===== src/hw/rtl/hss_pkg.sv =====
// ----------------------------------------------------------------------------
// hss_pkg
// Shared codes, widths, configuration layout and the half-step coil table
// of the stepper half-step sequencer.
// ----------------------------------------------------------------------------
package hss_pkg;

   localparam int MAX_REV_STEPS_DEF = 4096;
   localparam int DELAY_BITS_DEF    = 20;

   localparam int ACTION_BITS   = 2;
   localparam int COUNT_BITS    = 16;
   localparam int COIL_BITS     = 4;
   localparam int LEFT_BITS     = 16;
   localparam int REV_CFG_BITS  = 13;
   localparam int DELAY_CFG_BITS = 20;
   localparam int CSR_DATA_BITS = 20;
   localparam int CSR_INDEX_BITS = 2;
   localparam int SEQ_BITS      = 3;

   localparam logic [ACTION_BITS-1:0] ACT_TICK = 2'd0;
   localparam logic [ACTION_BITS-1:0] ACT_MOVE = 2'd1;
   localparam logic [ACTION_BITS-1:0] ACT_OFF  = 2'd2;

   localparam logic [CSR_INDEX_BITS-1:0] CSR_REV_STEPS    = 2'd0;
   localparam logic [CSR_INDEX_BITS-1:0] CSR_DELAY_TICKS  = 2'd1;
   localparam logic [CSR_INDEX_BITS-1:0] CSR_IDLE_PATTERN = 2'd2;

   localparam logic [REV_CFG_BITS-1:0]   REV_STEPS_RST    = 13'd4096;
   localparam logic [DELAY_CFG_BITS-1:0] DELAY_TICKS_RST  = 20'd1000;
   localparam logic [COIL_BITS-1:0]      IDLE_PATTERN_RST = 4'd0;

   localparam logic [COIL_BITS-1:0] HALF_STEP_TABLE [0:7] = '{
      4'h1, 4'h5, 4'h4, 4'h6, 4'h2, 4'hA, 4'h8, 4'h9
   };

   typedef struct packed {
      logic [REV_CFG_BITS-1:0]   rev_steps;
      logic [DELAY_CFG_BITS-1:0] delay_ticks;
      logic [COIL_BITS-1:0]      idle_pattern;
   } hss_cfg_type;

endpackage


===== src/hw/rtl/hss_cfg_regs.sv =====
// ----------------------------------------------------------------------------
// hss_cfg_regs
// Configuration registers and the clamped steps-per-revolution value.
// ----------------------------------------------------------------------------
module hss_cfg_regs #(
   parameter int MAX_REV_STEPS = hss_pkg::MAX_REV_STEPS_DEF,
   parameter int REV_BITS      = $clog2(MAX_REV_STEPS) + 1
) (
   input  logic                                clock,
   input  logic                                reset,
   input  logic                                csr_wr_en,
   input  logic [hss_pkg::CSR_INDEX_BITS-1:0]  csr_index,
   input  logic [hss_pkg::CSR_DATA_BITS-1:0]   csr_wdata,
   output hss_pkg::hss_cfg_type                cfg,
   output logic [REV_BITS-1:0]                 rev_eff
);

   hss_pkg::hss_cfg_type cfg_ff;
   hss_pkg::hss_cfg_type cfg_in;

   always_comb begin
      cfg_in = cfg_ff;
      if (csr_wr_en) begin
         unique case (csr_index)
            hss_pkg::CSR_REV_STEPS: begin
               cfg_in.rev_steps = csr_wdata[hss_pkg::REV_CFG_BITS-1:0];
            end
            hss_pkg::CSR_DELAY_TICKS: begin
               cfg_in.delay_ticks = csr_wdata[hss_pkg::DELAY_CFG_BITS-1:0];
            end
            hss_pkg::CSR_IDLE_PATTERN: begin
               cfg_in.idle_pattern = csr_wdata[hss_pkg::COIL_BITS-1:0];
            end
            default: begin
            end
         endcase
      end
   end

   always_ff @(posedge clock) begin
      if (reset) begin
         cfg_ff.rev_steps    <= hss_pkg::REV_STEPS_RST;
         cfg_ff.delay_ticks  <= hss_pkg::DELAY_TICKS_RST;
         cfg_ff.idle_pattern <= hss_pkg::IDLE_PATTERN_RST;
      end else begin
         cfg_ff <= cfg_in;
      end
   end

   // clamp to one step minimum and to the supported maximum
   always_comb begin
      if (cfg_ff.rev_steps == '0) begin
         rev_eff = REV_BITS'(1);
      end else if (32'(cfg_ff.rev_steps) > 32'(MAX_REV_STEPS)) begin
         rev_eff = REV_BITS'(MAX_REV_STEPS);
      end else begin
         rev_eff = REV_BITS'(cfg_ff.rev_steps);
      end
   end

   assign cfg = cfg_ff;

endmodule


===== src/hw/rtl/hss_step_core.sv =====
// ----------------------------------------------------------------------------
// hss_step_core
// Motor state registers and the per-item update: move load, deactivate,
// delay countdown, position wrap and coil table lookup.
// ----------------------------------------------------------------------------
module hss_step_core #(
   parameter int POS_BITS   = $clog2(hss_pkg::MAX_REV_STEPS_DEF),
   parameter int REV_BITS   = POS_BITS + 1,
   parameter int DELAY_BITS = hss_pkg::DELAY_BITS_DEF
) (
   input  logic                              clock,
   input  logic                              reset,
   input  logic                              update,
   input  logic [hss_pkg::ACTION_BITS-1:0]   action,
   input  logic signed [hss_pkg::COUNT_BITS-1:0] step_count,
   input  hss_pkg::hss_cfg_type              cfg,
   input  logic [REV_BITS-1:0]               rev_eff,
   output logic [hss_pkg::COIL_BITS-1:0]     coil_nxt,
   output logic [POS_BITS-1:0]               pos_nxt,
   output logic [hss_pkg::LEFT_BITS-1:0]     left_nxt
);

   logic [POS_BITS-1:0]               pos_ff,  pos_in;
   logic [hss_pkg::LEFT_BITS-1:0]     left_ff, left_in;
   logic                              dir_ff,  dir_in;
   logic [DELAY_BITS-1:0]             wait_ff, wait_in;
   logic [hss_pkg::COIL_BITS-1:0]     coil_ff, coil_in;

   logic [REV_BITS-1:0]               pos_inc;
   logic [REV_BITS-1:0]               rev_last;
   logic [POS_BITS-1:0]               pos_step;
   logic [hss_pkg::DELAY_CFG_BITS-1:0] delay_dec;
   logic [DELAY_BITS-1:0]             wait_reload;

   assign pos_inc   = {1'b0, pos_ff} + REV_BITS'(1);
   assign rev_last  = rev_eff - REV_BITS'(1);
   assign delay_dec = cfg.delay_ticks - hss_pkg::DELAY_CFG_BITS'(1);
   assign wait_reload = (cfg.delay_ticks == '0) ? '0 : DELAY_BITS'(delay_dec);

   always_comb begin
      if (!dir_ff) begin
         pos_step = (pos_inc >= rev_eff) ? '0 : pos_inc[POS_BITS-1:0];
      end else if (pos_ff == '0 || {1'b0, pos_ff} >= rev_eff) begin
         pos_step = rev_last[POS_BITS-1:0];
      end else begin
         pos_step = pos_ff - POS_BITS'(1);
      end
   end

   always_comb begin
      pos_in  = pos_ff;
      left_in = left_ff;
      dir_in  = dir_ff;
      wait_in = wait_ff;
      coil_in = coil_ff;
      unique case (action)
         hss_pkg::ACT_MOVE: begin
            if (step_count < 0) begin
               left_in = hss_pkg::LEFT_BITS'(-step_count);
               dir_in  = 1'b1;
            end else begin
               left_in = hss_pkg::LEFT_BITS'(step_count);
               dir_in  = (step_count == '0);
            end
            wait_in = '0;
         end
         hss_pkg::ACT_OFF: begin
            coil_in = cfg.idle_pattern;
            left_in = '0;
            wait_in = '0;
         end
         hss_pkg::ACT_TICK: begin
            if (left_ff != '0) begin
               if (wait_ff == '0) begin
                  pos_in  = pos_step;
                  coil_in = hss_pkg::HALF_STEP_TABLE[pos_step[hss_pkg::SEQ_BITS-1:0]];
                  left_in = left_ff - hss_pkg::LEFT_BITS'(1);
                  wait_in = wait_reload;
               end else begin
                  wait_in = wait_ff - DELAY_BITS'(1);
               end
            end
         end
         default: begin
         end
      endcase
   end

   always_ff @(posedge clock) begin
      if (reset) begin
         pos_ff  <= '0;
         left_ff <= '0;
         dir_ff  <= 1'b0;
         wait_ff <= '0;
         coil_ff <= '0;
      end else if (update) begin
         pos_ff  <= pos_in;
         left_ff <= left_in;
         dir_ff  <= dir_in;
         wait_ff <= wait_in;
         coil_ff <= coil_in;
      end
   end

   assign coil_nxt = coil_in;
   assign pos_nxt  = pos_in;
   assign left_nxt = left_in;

endmodule


===== src/hw/rtl/stepper_half_step_sequencer_unit.sv =====
// ----------------------------------------------------------------------------
// stepper_half_step_sequencer_unit
// Half-step sequencer for a four-coil unipolar stepper: moves, ticks and
// deactivate commands in, one status transfer out per command.
//
//   channel  dir  handshake              payload
//   req      in   req_tvalid/req_tready  tuser: action; tdata: step_count
//   rsp      out  rsp_tvalid/rsp_tready  tdata: coil, position, busy, remaining
//   csr      in   csr_wr_en              csr_index, csr_wdata
//
// One command per cycle sustained unless rsp stalls; rsp valid follows a req
// transfer via the input register, then the state update into the result register.
// Reset is synchronous; motor state clears and registers take their defaults.
// A stalled rsp holds its result while one more command waits in the input
// register; req_tready drops only when both stages are full.
// ----------------------------------------------------------------------------
module stepper_half_step_sequencer_unit #(
   parameter int MAX_REV_STEPS = hss_pkg::MAX_REV_STEPS_DEF,
   parameter int DELAY_BITS    = hss_pkg::DELAY_BITS_DEF,
   parameter int POS_BITS      = $clog2(MAX_REV_STEPS),
   parameter int RSP_BITS      = ((hss_pkg::COIL_BITS + POS_BITS + 1
                                   + hss_pkg::LEFT_BITS + 7) / 8) * 8
) (
   input  logic                               clock,
   input  logic                               reset,
   input  logic                               req_tvalid,
   output logic                               req_tready,
   input  logic [hss_pkg::COUNT_BITS-1:0]     req_tdata,  // step_count
   input  logic [hss_pkg::ACTION_BITS-1:0]    req_tuser,  // action
   output logic                               rsp_tvalid,
   input  logic                               rsp_tready,
   output logic [RSP_BITS-1:0]                rsp_tdata,  // coil_pattern, position,
                                                          // busy_res, remaining, zero pad
   input  logic                               csr_wr_en,
   input  logic [hss_pkg::CSR_INDEX_BITS-1:0] csr_index,
   input  logic [hss_pkg::CSR_DATA_BITS-1:0]  csr_wdata
);

   localparam int REV_BITS  = POS_BITS + 1;

   hss_pkg::hss_cfg_type                cfg;
   logic [REV_BITS-1:0]                 rev_eff;

   logic                                in_valid_ff;
   logic [hss_pkg::ACTION_BITS-1:0]     in_action_ff;
   logic [hss_pkg::COUNT_BITS-1:0]      in_count_ff;

   logic                                out_valid_ff;
   logic [hss_pkg::COIL_BITS-1:0]       out_coil_ff;
   logic [POS_BITS-1:0]                 out_pos_ff;
   logic [hss_pkg::LEFT_BITS-1:0]       out_left_ff;

   logic [hss_pkg::COIL_BITS-1:0]       coil_nxt;
   logic [POS_BITS-1:0]                 pos_nxt;
   logic [hss_pkg::LEFT_BITS-1:0]       left_nxt;

   logic                                advance;
   logic                                req_xfer;

   assign advance    = in_valid_ff && (!out_valid_ff || rsp_tready);
   assign req_tready = !in_valid_ff || advance;
   assign req_xfer   = req_tvalid && req_tready;

   hss_cfg_regs #(
      .MAX_REV_STEPS (MAX_REV_STEPS),
      .REV_BITS      (REV_BITS)
   ) u_cfg (
      .clock     (clock),
      .reset     (reset),
      .csr_wr_en (csr_wr_en),
      .csr_index (csr_index),
      .csr_wdata (csr_wdata),
      .cfg       (cfg),
      .rev_eff   (rev_eff)
   );

   hss_step_core #(
      .POS_BITS   (POS_BITS),
      .REV_BITS   (REV_BITS),
      .DELAY_BITS (DELAY_BITS)
   ) u_core (
      .clock      (clock),
      .reset      (reset),
      .update     (advance),
      .action     (in_action_ff),
      .step_count (in_count_ff),
      .cfg        (cfg),
      .rev_eff    (rev_eff),
      .coil_nxt   (coil_nxt),
      .pos_nxt    (pos_nxt),
      .left_nxt   (left_nxt)
   );

   always_ff @(posedge clock) begin
      if (reset) begin
         in_valid_ff <= 1'b0;
      end else if (req_tready) begin
         in_valid_ff <= req_tvalid;
      end
   end

   always_ff @(posedge clock) begin
      if (req_xfer) begin
         in_action_ff <= req_tuser;
         in_count_ff  <= req_tdata;
      end
   end

   always_ff @(posedge clock) begin
      if (reset) begin
         out_valid_ff <= 1'b0;
      end else if (advance) begin
         out_valid_ff <= 1'b1;
      end else if (rsp_tready) begin
         out_valid_ff <= 1'b0;
      end
   end

   always_ff @(posedge clock) begin
      if (advance) begin
         out_coil_ff <= coil_nxt;
         out_pos_ff  <= pos_nxt;
         out_left_ff <= left_nxt;
      end
   end

   assign rsp_tvalid = out_valid_ff;
   assign rsp_tdata  = RSP_BITS'({out_left_ff, (out_left_ff != '0), out_pos_ff, out_coil_ff});

endmodule


===== config.mk =====
export PLATFORM = sky130hd
export DESIGN_NAME = stepper_half_step_sequencer_unit
export DESIGN_NICKNAME = d
export VERILOG_FILES = /design/src/hw/rtl/hss_pkg.sv /design/src/hw/rtl/hss_cfg_regs.sv /design/src/hw/rtl/hss_step_core.sv /design/src/hw/rtl/stepper_half_step_sequencer_unit.sv
export SDC_FILE = /design/constraint.sdc
export NUM_CORES = 1
export LEC_CHECK = 0
export BUFFER_PORTS_ARGS = -buffer_cell sky130_fd_sc_hd__buf_2
export CORE_ASPECT_RATIO = 1.5
export CORE_MARGIN = 2
export CORE_UTILIZATION = 60
export CTS_CLUSTER_DIAMETER = 150
export DETAILED_ROUTE_END_ITERATION = 8
export GPL_TIMING_DRIVEN = 0
export PLACE_DENSITY = 0.81
export SYNTH_ARGS = -nofsm -noshare
export SYNTH_HDL_FRONTEND = slang
export SYNTH_HIERARCHICAL = 1
export SYNTH_SLANG_ARGS = --single-unit

===== constraint.sdc =====
create_clock -name clock -period 3.4 [get_ports clock]
set_input_delay 0.51 -clock clock [delete_from_list [all_inputs] [get_ports clock]]
set_output_delay 0.51 -clock clock [all_outputs]
set_load 0.1 [all_outputs]

==> results.py, run 1 <==
metrics = {
    "status": {
        "status": "complete, but fails checks",
        "violations": "setup timing",
    },
    "layout": {
        "area_delta_synth_final_pct": 18.4,
        "final_nets": 1234,
        "antennaDiodeCount": 0,
        "layout-drive-gt1-share": 0.196,
    },
    "route": {
        "postRouteAntennaNets": 0,
        "drt_iter0_markers": 740,
        "drtPass1Iterations": 9,
        "finalWirelength_um": 25200,
        "via_per_inst": 6.28,
        "drc_errors": 0,
        "vias": 8548,
        "wl_per_cell_um": 18.5,
    },
    "timing": {
        "worst_slew_pin_slew_ns": 0.790,
        "setup_tns_ns": -0.118,
        "period_needed_ns": 3.46,
        "max_freq_ghz": 0.289,
        "relSlewSlack": 0.468,
        "fin_skew_ns": 0.0102,
        "finalHoldViolations": 0,
        "setup_violations": 3,
        "worst_slack_ns": -0.0562,
        "min_period_over_period": 1.02,
        "slew_violations": 0,
    },
    "yosys": {
        "synth_area_um2": 8820,
        "synth-seq-area-share": 0.379,
        "yosys_warnings": 6,
        "synth_edf_count": 50,
        "ys_top_cells_by_area": "dfxtp_1 (21%), edfxtp_1 (17%), nand2_1 (6.6%), ha_1 (5.1%), a21oi_1 (4.6%)",
        "yosys.area.top_type_share": 0.209,
        "postSynthCellCount": 1039,
        "ys_ff_latch": 142,
        "synth_area_leader_cell": "dfxtp_1",
        "async_flop_share": 0,
        "synthDistinctLibCells": 92,
        "synth_flop_cell": "dfxtp_1",
        "syn_area_per_cell_um2": 8.49,
        "synth_most_common_cell": "nand2_1",
        "synth.cells.most_frequent": "nand2_1 (155), dfxtp_1 (92), nor2_1 (92)",
    },
    "run": {
        "drv_cap": 0,
    },
    "die": {
        "die_area_um2": 15700,
        "die_w_um": 103,
        "core_region_area_um2": 14500,
        "row_count": 54,
        "fp.dieH_um": 153,
        "start_util": 0.610,
        "pin_count": 87,
    },
    "global_route": {
        "grt.total_usage": 0.315,
        "grt_max_degree": 26,
        "grt_pass1_vias": 7962,
        "grt_pass1_wl_um": 39000,
        "antenna_found_initial": 0,
        "gr-total-overflow": 0,
    },
    "worst_setup_path": {
        "worstPathMaxFanout": 8,
        "path_cells": "buf_6, and3_4, nand3_2, nor4_4, xnor2_2, ha_1, a21o_1, a211oi_2, o2111ai_2, nand2_2, a211oi_4, buf_4, and2_1, o21ai_2, nand2_1",
        "arrival_ns": 3.60,
        "path_class": "reg2reg",
        "cp.required_ns": 3.54,
        "end_kind": "flip-flop",
        "cp-start-kind": "flip-flop",
        "slowest_stage": "dfxtp_4",
        "critPathMaxStageDelay_ns": 0.37,
    },
    "place": {
        "io_buffers": 79,
        "gp_congestion": 0.988,
        "dp_hpwl_um": 17900,
    },
    "power": {
        "ir_worst_vdd_mv": 0.430,
        "p_leak_nw": 4.08,
        "powerDensity_nw_per_um2": 502,
        "fin_total_pwr_mw": 5.24,
    },
    "clock_network": {
        "root_buffer": "clkbuf_16",
        "ctsLongestPathBuffers": 2,
        "cts_buffers": 17,
        "cts.clk_slew.worst_paths_ns": 0.06,
        "cts_sinks": 142,
        "cts_tree": "done",
        "htreeDepth": 4,
        "clk-insertion-delay-late_ns": 0.42,
    },
    "min_path": {
        "worstHoldPathType": "in2reg",
    },
}
==> worst paths after layout <==
path                            startpoint                    endpoint  slack [ns]  cells after the start
max reg2reg  u_core/pos_ff[7]$_SDFFE_PP0P_    out_coil_ff[0]$_DFFE_PP_       -0.06                     15
min reg2reg     u_cfg/cfg[24]$_SDFFE_PP0P_  u_cfg/cfg[24]$_SDFFE_PP0P_        0.46                      2
max          u_core/pos_ff[7]$_SDFFE_PP0P_    out_coil_ff[0]$_DFFE_PP_       -0.06                     15
min                           req_tdata[7]    in_count_ff[7]$_DFFE_PP_        0.27                      1
==> layout make-up <==
type / instances / area (um^2)
buffer: 61 / 379
tap: 196 / 245
sequential: 142 / 3350
inverter: 44 / 165
clock inverter: 7 / 47.5
multi-input combinational: 798 / 5240
clock buffer: 25 / 518
fill: 1162 / 4020
timing repair buffer: 89 / 490
==> metal layers <==
layer	track usage	vias to the layer above	routed length [um]
li1	-	3977	-
met1	0.365	3975	9260
met2	0.543	476	12700
met3	0.0550	120	1920
met5	0	-	0
met4	0.163	0	1340
==> worst max-delay path, delay by kind of cell, from the launching register on <==
family,cells,cell delay (ns)
XOR/XNOR,1,0.14
buffers and inverters,2,0.33
adder cells (fa/ha/maj),1,0.33
AO/OA/AOI/OAI,5,0.89
flip-flops,1,0.37
AND/OR/NAND/NOR,6,1.11
==> placed cells by master, fill, tap and decap left out, types with 16 or more instances in the layout <==
cell type  synthesis  final
nand2_1          155    154
buf_2             10     89
nor2_1            92     88
dfxtp_1           92     85
a21oi_1           81     80
o21ai_0           58     57
edfxtp_1          50     50
inv_1             41     41
ha_1              36     36
clkbuf_1          31     30
xnor2_1           31     28
nor3_1            27     26
nor4_1            24     23
nand3_1           26     23
buf_4             12     22
xor2_1            22     21
clkbuf_16          0     19
o21ai_1           17     16
==> sequential cells by signal, summed over array words and instances, names as in the netlist <==
signal          count
u_cfg/cfg          37
u_core/wait_ff     20
in_count_ff        16
out_left_ff        16
u_core/left_ff     16
out_pos_ff         12
u_core/pos_ff      12
out_coil_ff         4
u_core/coil_ff      4
in_action_ff        2
in_valid_ff         1
rsp_tvalid          1
u_core/dir_ff       1
==> timing repair <==
| action | CTS | global route |
|---|---|---|
| hold buffers | 0 | 0 |
| resized for setup | 25 | 52 |
| pin swaps | 3 | 13 |
| buffers inserted | 4 | 5 |
| endpoints found under the setup margin | 31 | 28 |
==> per-stage QoR <==
stage / instances / hold WS [ns] / instance area, um^2 / util / setup WS (ns)
2_1_floorplan: 1045 / 0.436 / 8840 / - / 0.259
3_3_place_gp: 1320 / 0.447 / 9490 / 0.656 / -0.419
3_5_place_dp: 1321 / 0.451 / 9510 / 0.658 / -0.471
4_1_cts: 1357 / 0.256 / 10200 / 0.706 / 0.00236
5_1_grt: 1362 / 0.252 / 10400 / 0.722 / -0.138
6_report: 1362 / 0.266 / 10400 / 0.722 / -0.0562
==> power by group <==
| group | switching, mW | internal, mW | leakage, nW |
|---|---|---|---|
| Sequential | 0.0823 | 1.86 | 1.24 |
| Clock | 0.712 | 1.06 | 0.279 |
| Combinational | 1.04 | 0.477 | 2.57 |
| Total | 1.84 | 3.40 | 4.08 |
==> kinds of logic after synthesis <==
family / count (synthesis) / share of synthesized area
other cells: 1 / 0.000425
fa+ha+maj: 36 / 0.0511
flops: 142 / 0.379
mux: 10 / 0.0115
xor+xnor: 53 / 0.0526
simple gates: 422 / 0.246
compound gates: 270 / 0.201
buf+inv: 105 / 0.0580
No activity file was read; power rests on OpenSTA's default activity.
==> run 2, diff against run 1 <==
--- a/config.mk
+++ b/config.mk
@@ -8,11 +8,12 @@
 export BUFFER_PORTS_ARGS = -buffer_cell sky130_fd_sc_hd__buf_2
 export CORE_ASPECT_RATIO = 1.5
 export CORE_MARGIN = 2
-export CORE_UTILIZATION = 60
+export CORE_UTILIZATION = 62
+export CTS_BUF_LIST = sky130_fd_sc_hd__clkbuf_8
 export CTS_CLUSTER_DIAMETER = 150
 export DETAILED_ROUTE_END_ITERATION = 8
 export GPL_TIMING_DRIVEN = 0
-export PLACE_DENSITY = 0.81
+export PLACE_DENSITY = 0.83
 export SYNTH_ARGS = -nofsm -noshare
 export SYNTH_HDL_FRONTEND = slang
 export SYNTH_HIERARCHICAL = 1
==> constraint.sdc (replaced) <==
create_clock -name clock -period 3.7 [get_ports clock]
set_input_delay 0.555 -clock clock [delete_from_list [all_inputs] [get_ports clock]]
set_output_delay 0.555 -clock clock [all_outputs]
set_load 0.1 [all_outputs]
==> run 2 against run 1 <==
  * The flow now finishes without violations
  * Worst hold slack better by 0.011 ns
  * Critical endpoint unchanged
  * Die area down 3.1%
  * Worst setup slack better by 0.19 ns
  * Largest cell class unchanged
  * Sequential cell count unchanged
  * Sequential share of layout area up 1.4 points
  * Fmax down 3.0%
  * Sequential power down 8%
==> results.py, run 2 (synthesized netlist as in run 1, its figures left out) <==
metrics = {
    "status": {
        "status": "completed",
    },
    "run": {
        "drv_cap": 0,
    },
    "clock_network": {
        "ctsLongestPathBuffers": 2,
        "htreeDepth": 4,
        "cts.clk_slew.worst_paths_ns": 0.09,
        "clk-insertion-delay-late_ns": 0.45,
        "cts_buffers": 17,
        "root_buffer": "clkbuf_8",
        "cts_sinks": 142,
        "cts_tree": "done",
    },
    "route": {
        "vias": 8241,
        "wl_per_cell_um": 17.8,
        "drc_errors": 0,
        "via_per_inst": 6.10,
        "finalWirelength_um": 24000,
        "drtPass1Iterations": 5,
        "drt_iter0_markers": 565,
        "postRouteAntennaNets": 0,
    },
    "die": {
        "fp.dieH_um": 150,
        "pin_count": 87,
        "start_util": 0.631,
        "die_w_um": 101,
        "row_count": 53,
        "core_region_area_um2": 14000,
        "die_area_um2": 15200,
    },
    "worst_setup_path": {
        "reg2reg_slack_ns": 0.14,
        "end_kind": "flip-flop",
        "cp.required_ns": 3.87,
        "path_class": "reg2reg",
        "cp-start-kind": "flip-flop",
        "arrival_ns": 3.74,
        "worstPathMaxFanout": 9,
    },
    "layout": {
        "largest_reg_flops": 37,
        "fill_cells": 1145,
        "final_nets": 1228,
        "antennaDiodeCount": 0,
        "final_cell_area_um2": 9980,
        "post-route-util": 0.713,
        "area_delta_synth_final_pct": 13.2,
        "layout_common_cells": "nand2_1 (154), dfxtp_1 (92), buf_2 (88), nor2_1 (88), a21oi_1 (81)",
        "seq_area_um2": 3340,
        "multi_input_area_um2": 5060,
        "layout_commonest_cell": "nand2_1",
        "layout-drive-gt1-share": 0.172,
    },
    "power": {
        "fin_total_pwr_mw": 4.37,
        "ir_worst_vdd_mv": 0.292,
        "powerDensity_nw_per_um2": 437,
        "p_leak_nw": 3.92,
    },
    "timing": {
        "setup_tns_ns": 0,
        "fin_skew_ns": 0.0197,
        "period_needed_ns": 3.56,
        "slew_violations": 0,
        "worst_slew_pin_slew_ns": 0.799,
        "min_period_over_period": 0.963,
        "finalHoldViolations": 0,
        "setup_violations": 0,
        "relSlewSlack": 0.467,
        "whs_ns": 0.278,
        "max_freq_ghz": 0.281,
    },
    "place": {
        "placed_cell_area_um2": 9480,
        "gp_congestion": 1.05,
        "io_buffers": 79,
        "dp_hpwl_um": 18000,
    },
    "global_route": {
        "grt_pass1_wl_um": 38200,
        "grt_pass1_vias": 7711,
        "gr-total-overflow": 0,
        "antenna_found_initial": 0,
        "grt_max_degree": 35,
        "grt.total_usage": 0.321,
    },
    "min_path": {
        "worstHoldPathType": "in2reg",
    },
}
## run 2: changes by cell type in the layout (fill, tap and decap cells not counted), moves of 6 or more
cell       previous run  this run
buf_4                22        16
clkbuf_16            19         0
clkbuf_8              4        20
dfxtp_1              85        92
dfxtp_2               6         0
## run 2: stage by stage
stage	setup WS, ns	cells
final	0.136	1352
after global routing	-0.0209	1352
after CTS	0.0338	1348
after detailed placement	-0.0960	1316
after global placement	-0.117	1316
after floorplan	0.559	1045
## run 2: critical path: stages, from the launching register on
cell and delay, ns:
dfxtp_1 0.39, clkbuf_2 0.25, and3_1 0.25, nand3_2 0.17
nor2_2 0.17, xor2_2 0.23, ha_1 0.29, and3_1 0.22
a221oi_2 0.27, o2111ai_2 0.18, nand2_2 0.18, a211oi_4 0.09
buf_4 0.17, and2_1 0.15, o21ai_1 0.17, nand2_1 0.11
## run 2: cell type report
type,count,area share
well taps,192,0.0241
plain buffers,61,0.0355
flip-flops and latches,142,0.335
clock inverters,13,0.0134
clock buffers,19,0.0262
inverters,44,0.0165
multi-input cells,798,0.507
repair buffers,83,0.0426
## run 2: final timing paths
kind	startpoint	endpoint	depth (start not counted)
setup / recovery	u_core/pos_ff[3]$_SDFFE_PP0P_	out_coil_ff[0]$_DFFE_PP_	15
hold / removal	req_tdata[13]	in_count_ff[13]$_DFFE_PP_	1
setup reg to reg	u_core/pos_ff[3]$_SDFFE_PP0P_	out_coil_ff[0]$_DFFE_PP_	15
hold reg to reg	u_cfg/cfg[24]$_SDFFE_PP0P_	u_cfg/cfg[24]$_SDFFE_PP0P_	2
## run 2: routing by layer
metal,GRT usage,part of all wire,vias up
li1,-,-,3968
met1,0.373,0.37,3772
met2,0.557,0.51,401
met3,0.0422,0.063,100
met4,0.189,0.057,0
met5,0,0,-
## run 2: repair_timing
item / in CTS / in global routing
cloned: 0 / 0
buffers inserted: 0 / 4
pin swaps: 0 / 6
gates resized for setup: 5 / 17
endpoints found under the setup margin: 21 / 27
hold buffers: 0 / 0
## run 2: report_power, final
part	leakage, nW	switching, mW	total [mW]	internal (mW)
clock network	0.215	0.614	1.25	0.638
registers	1.23	0.0757	1.78	1.71
logic	2.47	0.915	1.33	0.416
total	3.92	1.60	4.37	2.76
